--- config.mk ---
export PLATFORM = sky130hd
export DESIGN_NAME = tone_generator_timer
export DESIGN_NICKNAME = d
export VERILOG_FILES = /design/src/rtl/tgt_pkg.sv /design/src/rtl/tgt_divider.sv /design/src/rtl/tgt_datapath.sv /design/src/rtl/tgt_ctrl.sv /design/src/rtl/tone_generator_timer.sv
export SDC_FILE = /design/constraint.sdc
export NUM_CORES = 2
export LEC_CHECK = 0
export CORE_AREA = 3 3 356 428
export CTS_CLUSTER_DIAMETER = 50
export DETAILED_ROUTE_END_ITERATION = 12
export DIE_AREA = 0 0 359 431
export DONT_BUFFER_PORTS = 1
export GPL_ROUTABILITY_DRIVEN = 0
export PLACE_DENSITY = 0.62
export SLEW_MARGIN = 25
export SYNTH_ARGS = -nofsm -noshare
export SYNTH_HDL_FRONTEND = slang
export SYNTH_SLANG_ARGS = --single-unit
--- constraint.sdc ---
create_clock -name clock -period 8.2 [get_ports clock]
set_input_delay 0.41 -clock clock [delete_from_list [all_inputs] [get_ports clock]]
set_output_delay 0.41 -clock clock [all_outputs]
set_load 0.02 [all_outputs]
--- src/rtl/tgt_pkg.sv ---
// ----------------------------------------------------------------------------
// tgt_pkg: shared definitions for the tone generator timer
// Request codes, prescaler tables, arithmetic sizes and the command and status
// structures that join the controller and the datapath.
// ----------------------------------------------------------------------------
package tgt_pkg;

   // Request kinds carried on the request channel's tuser.
   localparam logic [1:0] REQ_PLAY = 2'd0;
   localparam logic [1:0] REQ_STOP = 2'd1;
   localparam logic [1:0] REQ_TICK = 2'd2;

   localparam int CLOCK_HZ_DEFAULT = 16000000;

   localparam int FREQ_W     = 16;
   localparam int DURATION_W = 32;
   localparam int TOGGLE_W   = 32;
   localparam int MATCH_W    = 8;
   localparam int CODE_W     = 3;
   localparam int PRESC_W    = 10;

   // Width of frequency times duration, also used as the serial divider's
   // dividend width.
   localparam int DIV_NUM_W = FREQ_W + DURATION_W;
   localparam int DIV_DEN_W = FREQ_W;

   // 2 * f * ms / 1000 equals f * ms / 500.
   localparam int COUNT_DIVISOR = 500;
   // Smallest product whose toggle count exceeds the 31-bit limit: 500 * 2^31.
   localparam logic [DIV_NUM_W-1:0] SAT_PRODUCT = 48'd1073741824000;

   // floor(z / 125) equals (z * RECIP_125) >> RECIP_SHIFT for every z below
   // 2^30; dividing by 500 is a shift by two followed by this step.
   localparam int          RECIP_SHIFT = 37;
   localparam logic [30:0] RECIP_125   = 31'd1099511628;

   localparam logic [TOGGLE_W-1:0] TOGGLE_MAX     = 32'h7FFF_FFFF;
   localparam logic [TOGGLE_W-1:0] TOGGLE_FOREVER = 32'hFFFF_FFFF;

   localparam logic [CODE_W-1:0] CODE_DIV1    = 3'd1;
   localparam logic [CODE_W-1:0] CODE_DIV1024 = 3'd7;

   // Clock divisor for a prescaler code; the unused code divides by one.
   function automatic logic [PRESC_W:0] prescale_div(input logic [CODE_W-1:0] code);
      logic [PRESC_W:0] d;
      case (code)
         3'd2:    d = 11'd8;
         3'd3:    d = 11'd32;
         3'd4:    d = 11'd64;
         3'd5:    d = 11'd128;
         3'd6:    d = 11'd256;
         3'd7:    d = 11'd1024;
         default: d = 11'd1;
      endcase
      return d;
   endfunction

   // The same divisor expressed as a right-shift amount.
   function automatic logic [3:0] prescale_shift(input logic [CODE_W-1:0] code);
      logic [3:0] s;
      case (code)
         3'd2:    s = 4'd3;
         3'd3:    s = 4'd5;
         3'd4:    s = 4'd6;
         3'd5:    s = 4'd7;
         3'd6:    s = 4'd8;
         3'd7:    s = 4'd10;
         default: s = 4'd0;
      endcase
      return s;
   endfunction

   typedef enum logic [3:0] {
      ST_IDLE      = 4'b0001,
      ST_HALF      = 4'b0010,
      ST_HALF_WAIT = 4'b0100,
      ST_LOAD      = 4'b1000
   } state_type;

   typedef struct packed {
      logic accept;
      logic div_start;
      logic half_latch;
      logic load_play;
   } dp_cmd_type;

   typedef struct packed {
      logic is_long;
      logic div_done;
   } dp_status_type;

endpackage

--- src/rtl/tgt_divider.sv ---
// ----------------------------------------------------------------------------
// tgt_divider: serial restoring divider
// Produces one quotient bit per clock; done pulses for one cycle at the end.
// ----------------------------------------------------------------------------
module tgt_divider (
   input  logic                           clock,
   input  logic                           reset,
   input  logic                           start,
   input  logic [tgt_pkg::DIV_NUM_W-1:0]  dividend,
   input  logic [tgt_pkg::DIV_DEN_W-1:0]  divisor,
   output logic [tgt_pkg::DIV_NUM_W-1:0]  quotient,
   output logic                           done
);
   import tgt_pkg::*;

   localparam int CNT_W = $clog2(DIV_NUM_W);
   localparam logic [CNT_W-1:0] LAST_STEP = CNT_W'(DIV_NUM_W - 1);

   logic [DIV_NUM_W-1:0] num_ff, num_in;
   logic [DIV_DEN_W-1:0] rem_ff, rem_in;
   logic [DIV_DEN_W-1:0] den_ff, den_in;
   logic [CNT_W-1:0]     cnt_ff, cnt_in;
   logic                 busy_ff, busy_in;
   logic                 done_ff, done_in;

   logic [DIV_DEN_W:0]   rem_sh;
   logic [DIV_DEN_W:0]   rem_sub;
   logic                 ge;

   assign rem_sh  = {rem_ff, num_ff[DIV_NUM_W-1]};
   assign ge      = rem_sh >= {1'b0, den_ff};
   assign rem_sub = rem_sh - {1'b0, den_ff};

   always_comb begin
      num_in  = num_ff;
      rem_in  = rem_ff;
      den_in  = den_ff;
      cnt_in  = cnt_ff;
      busy_in = busy_ff;
      done_in = 1'b0;
      if (start) begin
         num_in  = dividend;
         rem_in  = '0;
         den_in  = divisor;
         cnt_in  = '0;
         busy_in = 1'b1;
      end else if (busy_ff) begin
         // The remainder stays below the divisor, so its low bits suffice.
         rem_in = ge ? rem_sub[DIV_DEN_W-1:0] : rem_sh[DIV_DEN_W-1:0];
         num_in = {num_ff[DIV_NUM_W-2:0], ge};
         cnt_in = cnt_ff + CNT_W'(1);
         if (cnt_ff == LAST_STEP) begin
            busy_in = 1'b0;
            done_in = 1'b1;
         end
      end
   end

   always_ff @(posedge clock) begin
      if (reset) begin
         busy_ff <= 1'b0;
         done_ff <= 1'b0;
         cnt_ff  <= '0;
      end else begin
         busy_ff <= busy_in;
         done_ff <= done_in;
         cnt_ff  <= cnt_in;
      end
      num_ff <= num_in;
      rem_ff <= rem_in;
      den_ff <= den_in;
   end

   assign quotient = num_ff;
   assign done     = done_ff;

endmodule

--- src/rtl/tgt_datapath.sv ---
// ----------------------------------------------------------------------------
// tgt_datapath: tone timer state, tick logic and play setup arithmetic
// Holds the timer state, advances it on ticks, finds the divisor and match
// value of a play request with the serial divider, and derives the toggle
// count with a short reciprocal-multiply pipeline.
// ----------------------------------------------------------------------------
module tgt_datapath #(
   parameter int CLOCK_HZ = tgt_pkg::CLOCK_HZ_DEFAULT
) (
   input  logic                            clock,
   input  logic                            reset,
   input  tgt_pkg::dp_cmd_type             cmd,
   output tgt_pkg::dp_status_type          status,
   input  logic [1:0]                      req_type,
   input  logic [tgt_pkg::FREQ_W-1:0]      req_freq,
   input  logic [tgt_pkg::DURATION_W-1:0]  req_ms,
   output logic                            pin_level,
   output logic                            playing,
   output logic [tgt_pkg::MATCH_W-1:0]     compare_value,
   output logic [tgt_pkg::CODE_W-1:0]      prescale_code
);
   import tgt_pkg::*;

   localparam int HALF_W = $clog2(CLOCK_HZ + 1);

   logic                  playing_ff, playing_in;
   logic                  pin_ff, pin_in;
   logic [TOGGLE_W-1:0]   toggles_ff, toggles_in;
   logic [CODE_W-1:0]     code_ff, code_in;
   logic [MATCH_W-1:0]    match_ff, match_in;
   logic [PRESC_W-1:0]    presc_ff, presc_in;
   logic [MATCH_W-1:0]    tick_ff, tick_in;

   logic [FREQ_W-1:0]     freq_ff;
   logic [DURATION_W-1:0] ms_ff;
   logic [DIV_NUM_W-1:0]  prod_ff;
   logic [HALF_W-1:0]     half_ff;

   // Toggle count pipeline: f * ms / 500 = f * q + f * r / 500 with
   // ms = 500 * q + r.
   logic [23:0]           qm_ff, qm_in;
   logic [8:0]            rm_ff, rm_in;
   logic [39:0]           part_hi_ff, part_hi_in;
   logic [24:0]           part_lo_ff, part_lo_in;
   logic [15:0]           q_lo_ff, q_lo_in;
   logic [60:0]           qm_prod;
   logic [53:0]           q_lo_prod;
   logic [31:0]           rm_full;
   logic [39:0]           count_sum;

   logic [DIV_NUM_W-1:0]  prod_in;
   logic [DIV_NUM_W-1:0]  div_num;
   logic [DIV_NUM_W-1:0]  quotient;
   logic                  div_done;

   logic [PRESC_W:0]      presc_inc;
   logic [CODE_W-1:0]     new_code;
   logic [MATCH_W-1:0]    new_match;
   logic [TOGGLE_W-1:0]   new_toggles;

   assign prod_in = DIV_NUM_W'(req_freq) * DIV_NUM_W'(req_ms);

   assign div_num = DIV_NUM_W'(CLOCK_HZ);

   tgt_divider u_divider (
      .clock    (clock),
      .reset    (reset),
      .start    (cmd.div_start),
      .dividend (div_num),
      .divisor  (freq_ff),
      .quotient (quotient),
      .done     (div_done)
   );

   assign status.is_long  = (req_type == REQ_PLAY) && (req_freq != '0);
   assign status.div_done = div_done;

   // The pipeline runs freely on the latched request; its registers settle long
   // before the half-period division ends.
   assign qm_prod    = 61'(ms_ff[DURATION_W-1:2]) * 61'(RECIP_125);
   assign qm_in      = qm_prod[RECIP_SHIFT +: 24];
   assign rm_full    = ms_ff - 32'(qm_ff) * 32'(COUNT_DIVISOR);
   assign rm_in      = rm_full[8:0];
   assign part_hi_in = 40'(freq_ff) * 40'(qm_ff);
   assign part_lo_in = 25'(freq_ff) * 25'(rm_ff);
   assign q_lo_prod  = 54'(part_lo_ff[24:2]) * 54'(RECIP_125);
   assign q_lo_in    = q_lo_prod[RECIP_SHIFT +: 16];
   assign count_sum  = part_hi_ff + 40'(q_lo_ff);

   // Divisor search: the smallest code whose shifted half period is 1..256, else the divide-by-1024 code.
   always_comb begin
      logic [HALF_W-1:0] s;
      logic [HALF_W-1:0] s_m1;
      s         = half_ff >> prescale_shift(CODE_DIV1024);
      s_m1      = s - HALF_W'(1);
      new_code  = CODE_DIV1024;
      new_match = s_m1[MATCH_W-1:0];
      for (int i = 6; i >= 1; i--) begin
         s    = half_ff >> prescale_shift(CODE_W'(i));
         s_m1 = s - HALF_W'(1);
         if ((s != '0) && (s <= HALF_W'(256))) begin
            new_code  = CODE_W'(i);
            new_match = s_m1[MATCH_W-1:0];
         end
      end
   end

   always_comb begin
      if (ms_ff == '0) begin
         new_toggles = TOGGLE_FOREVER;
      end else if (prod_ff >= SAT_PRODUCT) begin
         new_toggles = TOGGLE_MAX;
      end else begin
         new_toggles = count_sum[TOGGLE_W-1:0];
      end
   end

   assign presc_inc = {1'b0, presc_ff} + (PRESC_W+1)'(1);

   always_comb begin
      playing_in = playing_ff;
      pin_in     = pin_ff;
      toggles_in = toggles_ff;
      code_in    = code_ff;
      match_in   = match_ff;
      presc_in   = presc_ff;
      tick_in    = tick_ff;
      if (cmd.accept) begin
         case (req_type)
            REQ_PLAY: begin
               if (req_freq == '0) begin
                  playing_in = 1'b0;
                  pin_in     = 1'b0;
               end
            end
            REQ_STOP: begin
               playing_in = 1'b0;
               pin_in     = 1'b0;
            end
            REQ_TICK: begin
               if (playing_ff) begin
                  if (presc_inc >= prescale_div(code_ff)) begin
                     presc_in = '0;
                     if (tick_ff == match_ff) begin
                        tick_in = '0;
                        if (toggles_ff != '0) begin
                           pin_in = ~pin_ff;
                           if (toggles_ff != TOGGLE_FOREVER) begin
                              toggles_in = toggles_ff - TOGGLE_W'(1);
                           end
                        end else begin
                           playing_in = 1'b0;
                           pin_in     = 1'b0;
                        end
                     end else begin
                        tick_in = tick_ff + MATCH_W'(1);
                     end
                  end else begin
                     presc_in = presc_inc[PRESC_W-1:0];
                  end
               end
            end
            default: begin
            end
         endcase
      end
      if (cmd.load_play) begin
         code_in    = new_code;
         match_in   = new_match;
         toggles_in = new_toggles;
         presc_in   = '0;
         tick_in    = '0;
         playing_in = 1'b1;
      end
   end

   always_ff @(posedge clock) begin
      if (reset) begin
         playing_ff <= 1'b0;
         pin_ff     <= 1'b0;
         toggles_ff <= '0;
         code_ff    <= CODE_DIV1;
         match_ff   <= '0;
         presc_ff   <= '0;
         tick_ff    <= '0;
      end else begin
         playing_ff <= playing_in;
         pin_ff     <= pin_in;
         toggles_ff <= toggles_in;
         code_ff    <= code_in;
         match_ff   <= match_in;
         presc_ff   <= presc_in;
         tick_ff    <= tick_in;
      end
      if (cmd.accept && status.is_long) begin
         freq_ff <= req_freq;
         ms_ff   <= req_ms;
         prod_ff <= prod_in;
      end
      if (cmd.half_latch) begin
         half_ff <= quotient[HALF_W:1];
      end
      qm_ff      <= qm_in;
      rm_ff      <= rm_in;
      part_hi_ff <= part_hi_in;
      part_lo_ff <= part_lo_in;
      q_lo_ff    <= q_lo_in;
   end

   assign pin_level     = pin_ff;
   assign playing       = playing_ff;
   assign compare_value = match_ff;
   assign prescale_code = code_ff;

endmodule

--- src/rtl/tgt_ctrl.sv ---
// ----------------------------------------------------------------------------
// tgt_ctrl: request sequencer and result handshake
// Accepts requests, steps a play request through its half-period division
// and keeps the result channel's valid flag.
// ----------------------------------------------------------------------------
module tgt_ctrl (
   input  logic                   clock,
   input  logic                   reset,
   input  logic                   req_tvalid,
   output logic                   req_tready,
   output logic                   rsp_tvalid,
   input  logic                   rsp_tready,
   input  tgt_pkg::dp_status_type status,
   output tgt_pkg::dp_cmd_type    cmd
);
   import tgt_pkg::*;

   state_type state_ff, state_in;
   logic      rsp_valid_ff, rsp_valid_in;
   logic      slot_free;
   logic      accept;

   assign slot_free  = !rsp_valid_ff || rsp_tready;
   assign req_tready = (state_ff == ST_IDLE) && slot_free;
   assign accept     = req_tvalid && req_tready;

   always_comb begin
      state_in       = state_ff;
      cmd.accept     = accept;
      cmd.div_start  = 1'b0;
      cmd.half_latch = 1'b0;
      cmd.load_play  = 1'b0;
      unique case (state_ff)
         ST_IDLE: begin
            if (accept && status.is_long) begin
               state_in = ST_HALF;
            end
         end
         ST_HALF: begin
            cmd.div_start = 1'b1;
            state_in      = ST_HALF_WAIT;
         end
         ST_HALF_WAIT: begin
            if (status.div_done) begin
               cmd.half_latch = 1'b1;
               state_in       = ST_LOAD;
            end
         end
         ST_LOAD: begin
            if (slot_free) begin
               cmd.load_play = 1'b1;
               state_in      = ST_IDLE;
            end
         end
         default: begin
            state_in = ST_IDLE;
         end
      endcase
   end

   always_comb begin
      rsp_valid_in = rsp_valid_ff;
      if (rsp_valid_ff && rsp_tready) begin
         rsp_valid_in = 1'b0;
      end
      if ((accept && !status.is_long) || cmd.load_play) begin
         rsp_valid_in = 1'b1;
      end
   end

   always_ff @(posedge clock) begin
      if (reset) begin
         state_ff     <= ST_IDLE;
         rsp_valid_ff <= 1'b0;
      end else begin
         state_ff     <= state_in;
         rsp_valid_ff <= rsp_valid_in;
      end
   end

   assign rsp_tvalid = rsp_valid_ff;

endmodule

--- src/rtl/tone_generator_timer.sv ---
// ----------------------------------------------------------------------------
// tone_generator_timer: square-wave tone generator on an 8-bit compare timer
// A play request picks a clock divisor and match value from the frequency
// and loads a toggle count from the duration; tick requests advance the
// prescaler and timer, toggling the pin at each compare match.
// ----------------------------------------------------------------------------
//
//  Channel  Direction  tdata (low bit up)                    tuser
//  -------  ---------  ------------------------------------  -----------------
//  req_     in         frequency_hz[15:0], duration_ms[47:16] req_type[1:0]
//  rsp_     out        pin_level[0], playing[1],              none
//                      compare_value[9:2], prescale_code[12:10]
//
//  Tick, stop, unused and zero-frequency play requests complete without leaving
//  the idle state, so ticks stream at one per clock while results are taken.
//  A play request with a nonzero frequency holds the request channel closed
//  until it presents its result, through the HALF, HALF_WAIT and LOAD states;
//  the time is set by the 48-step serial divider that finds CLOCK_HZ / frequency.
//  The toggle count comes from a multiply pipeline that is ready well before.
//  Reset is synchronous and active high and returns the timer to idle.
//  A result that is not taken stalls the request channel after one transfer;
//  the result is shown directly from the timer state registers.
//
module tone_generator_timer #(
   parameter int CLOCK_HZ = tgt_pkg::CLOCK_HZ_DEFAULT
) (
   input  logic        clock,
   input  logic        reset,
   // Request channel.
   input  logic        req_tvalid,
   output logic        req_tready,
   input  logic [47:0] req_tdata,   // frequency_hz[15:0], duration_ms[47:16]
   input  logic [1:0]  req_tuser,   // req_type[1:0]
   // Result channel.
   output logic        rsp_tvalid,
   input  logic        rsp_tready,
   output logic [15:0] rsp_tdata    // pin_level[0], playing[1],
                                    // compare_value[9:2], prescale_code[12:10]
);
   import tgt_pkg::*;

   dp_cmd_type          cmd;
   dp_status_type       status;
   logic                pin_level;
   logic                playing;
   logic [MATCH_W-1:0]  compare_value;
   logic [CODE_W-1:0]   prescale_code;

   // The controller sequences requests; it never touches payload directly.
   tgt_ctrl u_ctrl (
      .clock      (clock),
      .reset      (reset),
      .req_tvalid (req_tvalid),
      .req_tready (req_tready),
      .rsp_tvalid (rsp_tvalid),
      .rsp_tready (rsp_tready),
      .status     (status),
      .cmd        (cmd)
   );

   // The datapath holds all timer state and the setup arithmetic.
   tgt_datapath #(
      .CLOCK_HZ (CLOCK_HZ)
   ) u_datapath (
      .clock         (clock),
      .reset         (reset),
      .cmd           (cmd),
      .status        (status),
      .req_type      (req_tuser),
      .req_freq      (req_tdata[15:0]),
      .req_ms        (req_tdata[47:16]),
      .pin_level     (pin_level),
      .playing       (playing),
      .compare_value (compare_value),
      .prescale_code (prescale_code)
   );

   // Pack the result fields from the low bit up; the top bits are padding.
   assign rsp_tdata = {3'b000, prescale_code, compare_value, playing, pin_level};

endmodule

==> flow_metrics.py <==
metrics = {
    "synthesis": {
        "synth_edf_count": 103,
        "synthMuxAreaShare_pct": 0.9885,
        "synth_area_leaders": "fa_1, ha_1, inv_1",
        "synth_top_area_cell": "fa_1",
        "yosysSeqAreaShare_pct": 11.72,
        "synth_compound_area_share_pct": 6.291,
        "synth-simple-area-share_pct": 12.22,
        "synth_cell_types": 88,
        "yosysWarnings": 0,
        "synthDominantCellAreaShare_pct": 37.45,
        "syn-cell-area_mm2": 0.06810,
        "synth_fa_ha_area_share_pct": 54.78,
        "synthCells": 7266,
        "synth_top_family_by_area": "adder cells",
        "yosysMostFrequentCell": "inv_1",
        "ys_async_sr_fraction_pct": 0,
        "synth-seq-cells": 347,
        "synthXorXnorAreaFrac_pct": 2.637,
        "synthFlopType": "dfxtp_1",
        "ys_top_cells_by_count": "inv_1, fa_1, ha_1, nand2_1, and2_1",
        "syn_area_per_cell_um2": 9.372,
    },
    "drt": {
        "ant_nets": 0,
        "avgViaCountPerCell": 5.298,
        "routed_wirelength_um": 179200,
        "drc_errors": 0,
        "routed-via-count": 48900,
        "drt_iter0_markers": 2791,
        "wl_per_cell_um": 19.42,
        "dr.pass1.iters": 5,
    },
    "global_routing": {
        "met2_usage_pct": 42.28,
        "use_met3_pct": 3.580,
        "antenna_found_initial": 4,
        "grt_pass1_wl_um": 290800,
        "grt_remaining_overflow": 0,
        "grt_use_total_pct": 23.75,
        "top_usage_layer": "met2",
        "met1_usage_pct": 29.09,
        "grt_pass1_vias": 53650,
        "grt_start_max_net_pins": 83,
    },
    "clocking": {
        "cts_root_buffer": "clkbuf_16",
        "cts_tree": "done",
        "clk_latency_ps": 660,
        "cts_buffers": 53,
        "clock_path_buffers": 3,
        "cts_sinks": 347,
        "post_cts_buffers": 0,
        "cts.reportedPaths.clkPinSlew_ps": 60,
        "htree_levels": 2,
    },
    "sta": {
        "finalMaxSlewViolations": 0,
        "fin_crit_sh_pct": 94.05,
        "rsz0062_at_grt": "no",
        "setup_tns_ps": 0,
        "period_needed_ps": 7712,
        "slew_headroom_pct": 31.32,
        "fmax_mhz": 129.7,
        "finClkSkew_ps": 30.18,
        "finalSetupViolations": 0,
        "hold_viol": 0,
        "tightest_slew_ps": 1030,
        "setup_ws_ps": 487.6,
    },
    "worst_hold_path": {
        "hold_path.class": "input port to flip-flop",
        "worstHoldEndpoint": "u_datapath.prescale_code[2]",
        "min_path_cells": 2,
        "worstHoldStart": "reset",
    },
    "floorplan": {
        "core_mm2": 0.1486,
        "pin_count": 72,
        "die_width_um": 359,
        "die_h_um": 431,
        "die_area_mm2": 0.1547,
        "start_util_pct": 45.84,
        "row_count": 155,
    },
    "placed_design": {
        "dpl.cell_count": 9076,
        "portBuffers": 0,
        "pre_cts_slack_ps": 392.3,
        "hpwl_um": 140900,
    },
    "setup_path": {
        "worst_ep_arrival_time_ps": 8220,
        "crit_path_end_kind": "flip-flop",
        "reg2reg_slack_ps": 490,
        "cp_max_fo": 10,
        "critPathBufInv": 5,
        "timing.rr.end": "u_datapath.qm_ff[23]",
        "max_stage_delay_ps": 650,
        "r2r-start": "u_datapath.ms_ff[17]",
        "path_cells": "inv_1 -> ha_1 -> fa_1 -> fa_1 -> inv_1 -> fa_1 -> inv_1 -> fa_1 -> fa_1 -> fa_1 -> inv_1 -> fa_1 -> inv_1 -> ha_1 -> a21oi_1 -> o21ai_0 -> a41oi_1 -> o2111ai_1 -> a31oi_2 -> nor2_1 -> a21oi_1 -> o2111ai_1 -> o41ai_1 -> o21bai_1",
        "path_class": "flip-flop to flip-flop",
        "reg2reg_depth": 24,
        "cpMaxStageDelayCell": "edfxtp_1",
        "cp_common_cell": "fa_1",
        "required_ps": 8710,
        "startpoint_type": "flip-flop",
        "crit_family": "adder cells",
    },
    "final_layout": {
        "fin_nets": 9493,
        "finish.utilization_pct": 48.84,
        "drive_above_1_share_pct": 2.973,
        "syn_to_final_growth_pct": 6.543,
        "finalNonFillerCells": 9231,
    },
    "flow_run": {
        "drv_cap": 0,
    },
    "status": {
        "outcome": "finished, final reports clean",
    },
}
==> timing repair <==
item	CTS	global route
hold endpoints to repair	94	0
hold buffers	52	0
resized for setup	0	1
endpoints found under the setup margin	0	2
==> placed cells by master, fill, tap and decap left out, drive strengths merged, types with 21 or more instances in the layout <==
master and count:
edfxtp 103, mux2i 65, a21oi 183, a211oi 31, nor4 35, a221oi 21, a21o 72, xor2 66
nand2 804, nand4 34, nand2b 30, and3 31, nand3 67, buf 68, nor3 46, dfxtp 244
nor2 214, o21ai 149, inv 1825, ha 943, o21bai 22, and2 350, nor2b 31, clkbuf 65
fa 1274, dlygate4sd3 51, xnor2 139
==> sequential cells by signal (all words and copies together) (netlist names), 9 cells and up <==
register and count:
u_datapath.u_divider.quotient 48, u_datapath.ms_ff 32, u_datapath.part_hi_ff 32, u_datapath.toggles_ff 32, u_datapath.half_ff 24, u_datapath.qm_ff 24, u_datapath.part_lo_ff 23, u_datapath.freq_ff 16
u_datapath.q_lo_ff 16, u_datapath.u_divider.den_ff 16, u_datapath.u_divider.rem_ff 16, u_datapath.prod_ff 15, u_datapath.presc_ff 10, u_datapath.rm_ff 9
==> how the worst max path moves through the flow <==
stage,start,to,cells past startpoint
6_report,u_datapath.ms_ff[17],u_datapath.qm_ff[23],24
5_1_grt,u_datapath.ms_ff[17],u_datapath.qm_ff[23],24
2_1_floorplan,u_datapath.ms_ff[6],u_datapath.qm_ff[15],24
4_1_cts,u_datapath.ms_ff[17],u_datapath.qm_ff[23],24
3_5_place_dp,u_datapath.ms_ff[17],u_datapath.qm_ff[23],24
3_3_place_gp,u_datapath.ms_ff[17],u_datapath.qm_ff[22],24
==> routing by layer <==
layer | part of all wire, % | up-vias | routed length (µm)
met3 | 6.2 | 397 | 11040
met4 | 4.1 | 6 | 7424
met1 | 40 | 24870 | 70890
met5 | 0.022 | - | 40
li1 | - | 22260 | -
met2 | 50 | 1374 | 89840
==> cell families (layout without fill, tap and decap cells) <==
kind of cell             count (synthesis)  count (layout)
adder cells (fa/ha/maj)               2217            2217
buffers and inverters                 2035            2033
AND/OR/NAND/NOR                       1736            1736
AO/OA/AOI/OAI                          658             658
flip-flops                             347             347
XOR/XNOR                               205             205
multiplexers                            67              67
other                                    1               6
==> final cells by class <==
cell class	instances	area, µm²
Fill cell	14070	76000
Multi-Input combinational cell	4886	52420
Sequential cell	347	7981
Inverter	1815	6814
Tap cell	1962	2455
Clock buffer	65	1443
Timing Repair Buffer	119	1054
Clock inverter	34	381.6
Antenna cell	3	7.507
==> per-stage QoR <==
step                      hold slack, ps  area (µm²)
after floorplan                    338.6       68100
after global placement             444.5       70150
after detailed placement           444.0       70150
after CTS                          20.16       72500
after global routing               40.61       72540
final                              55.46       72550
Power is not shown: default switching activity piles up to over one toggle a cycle in this logic, so the estimate is an artifact.
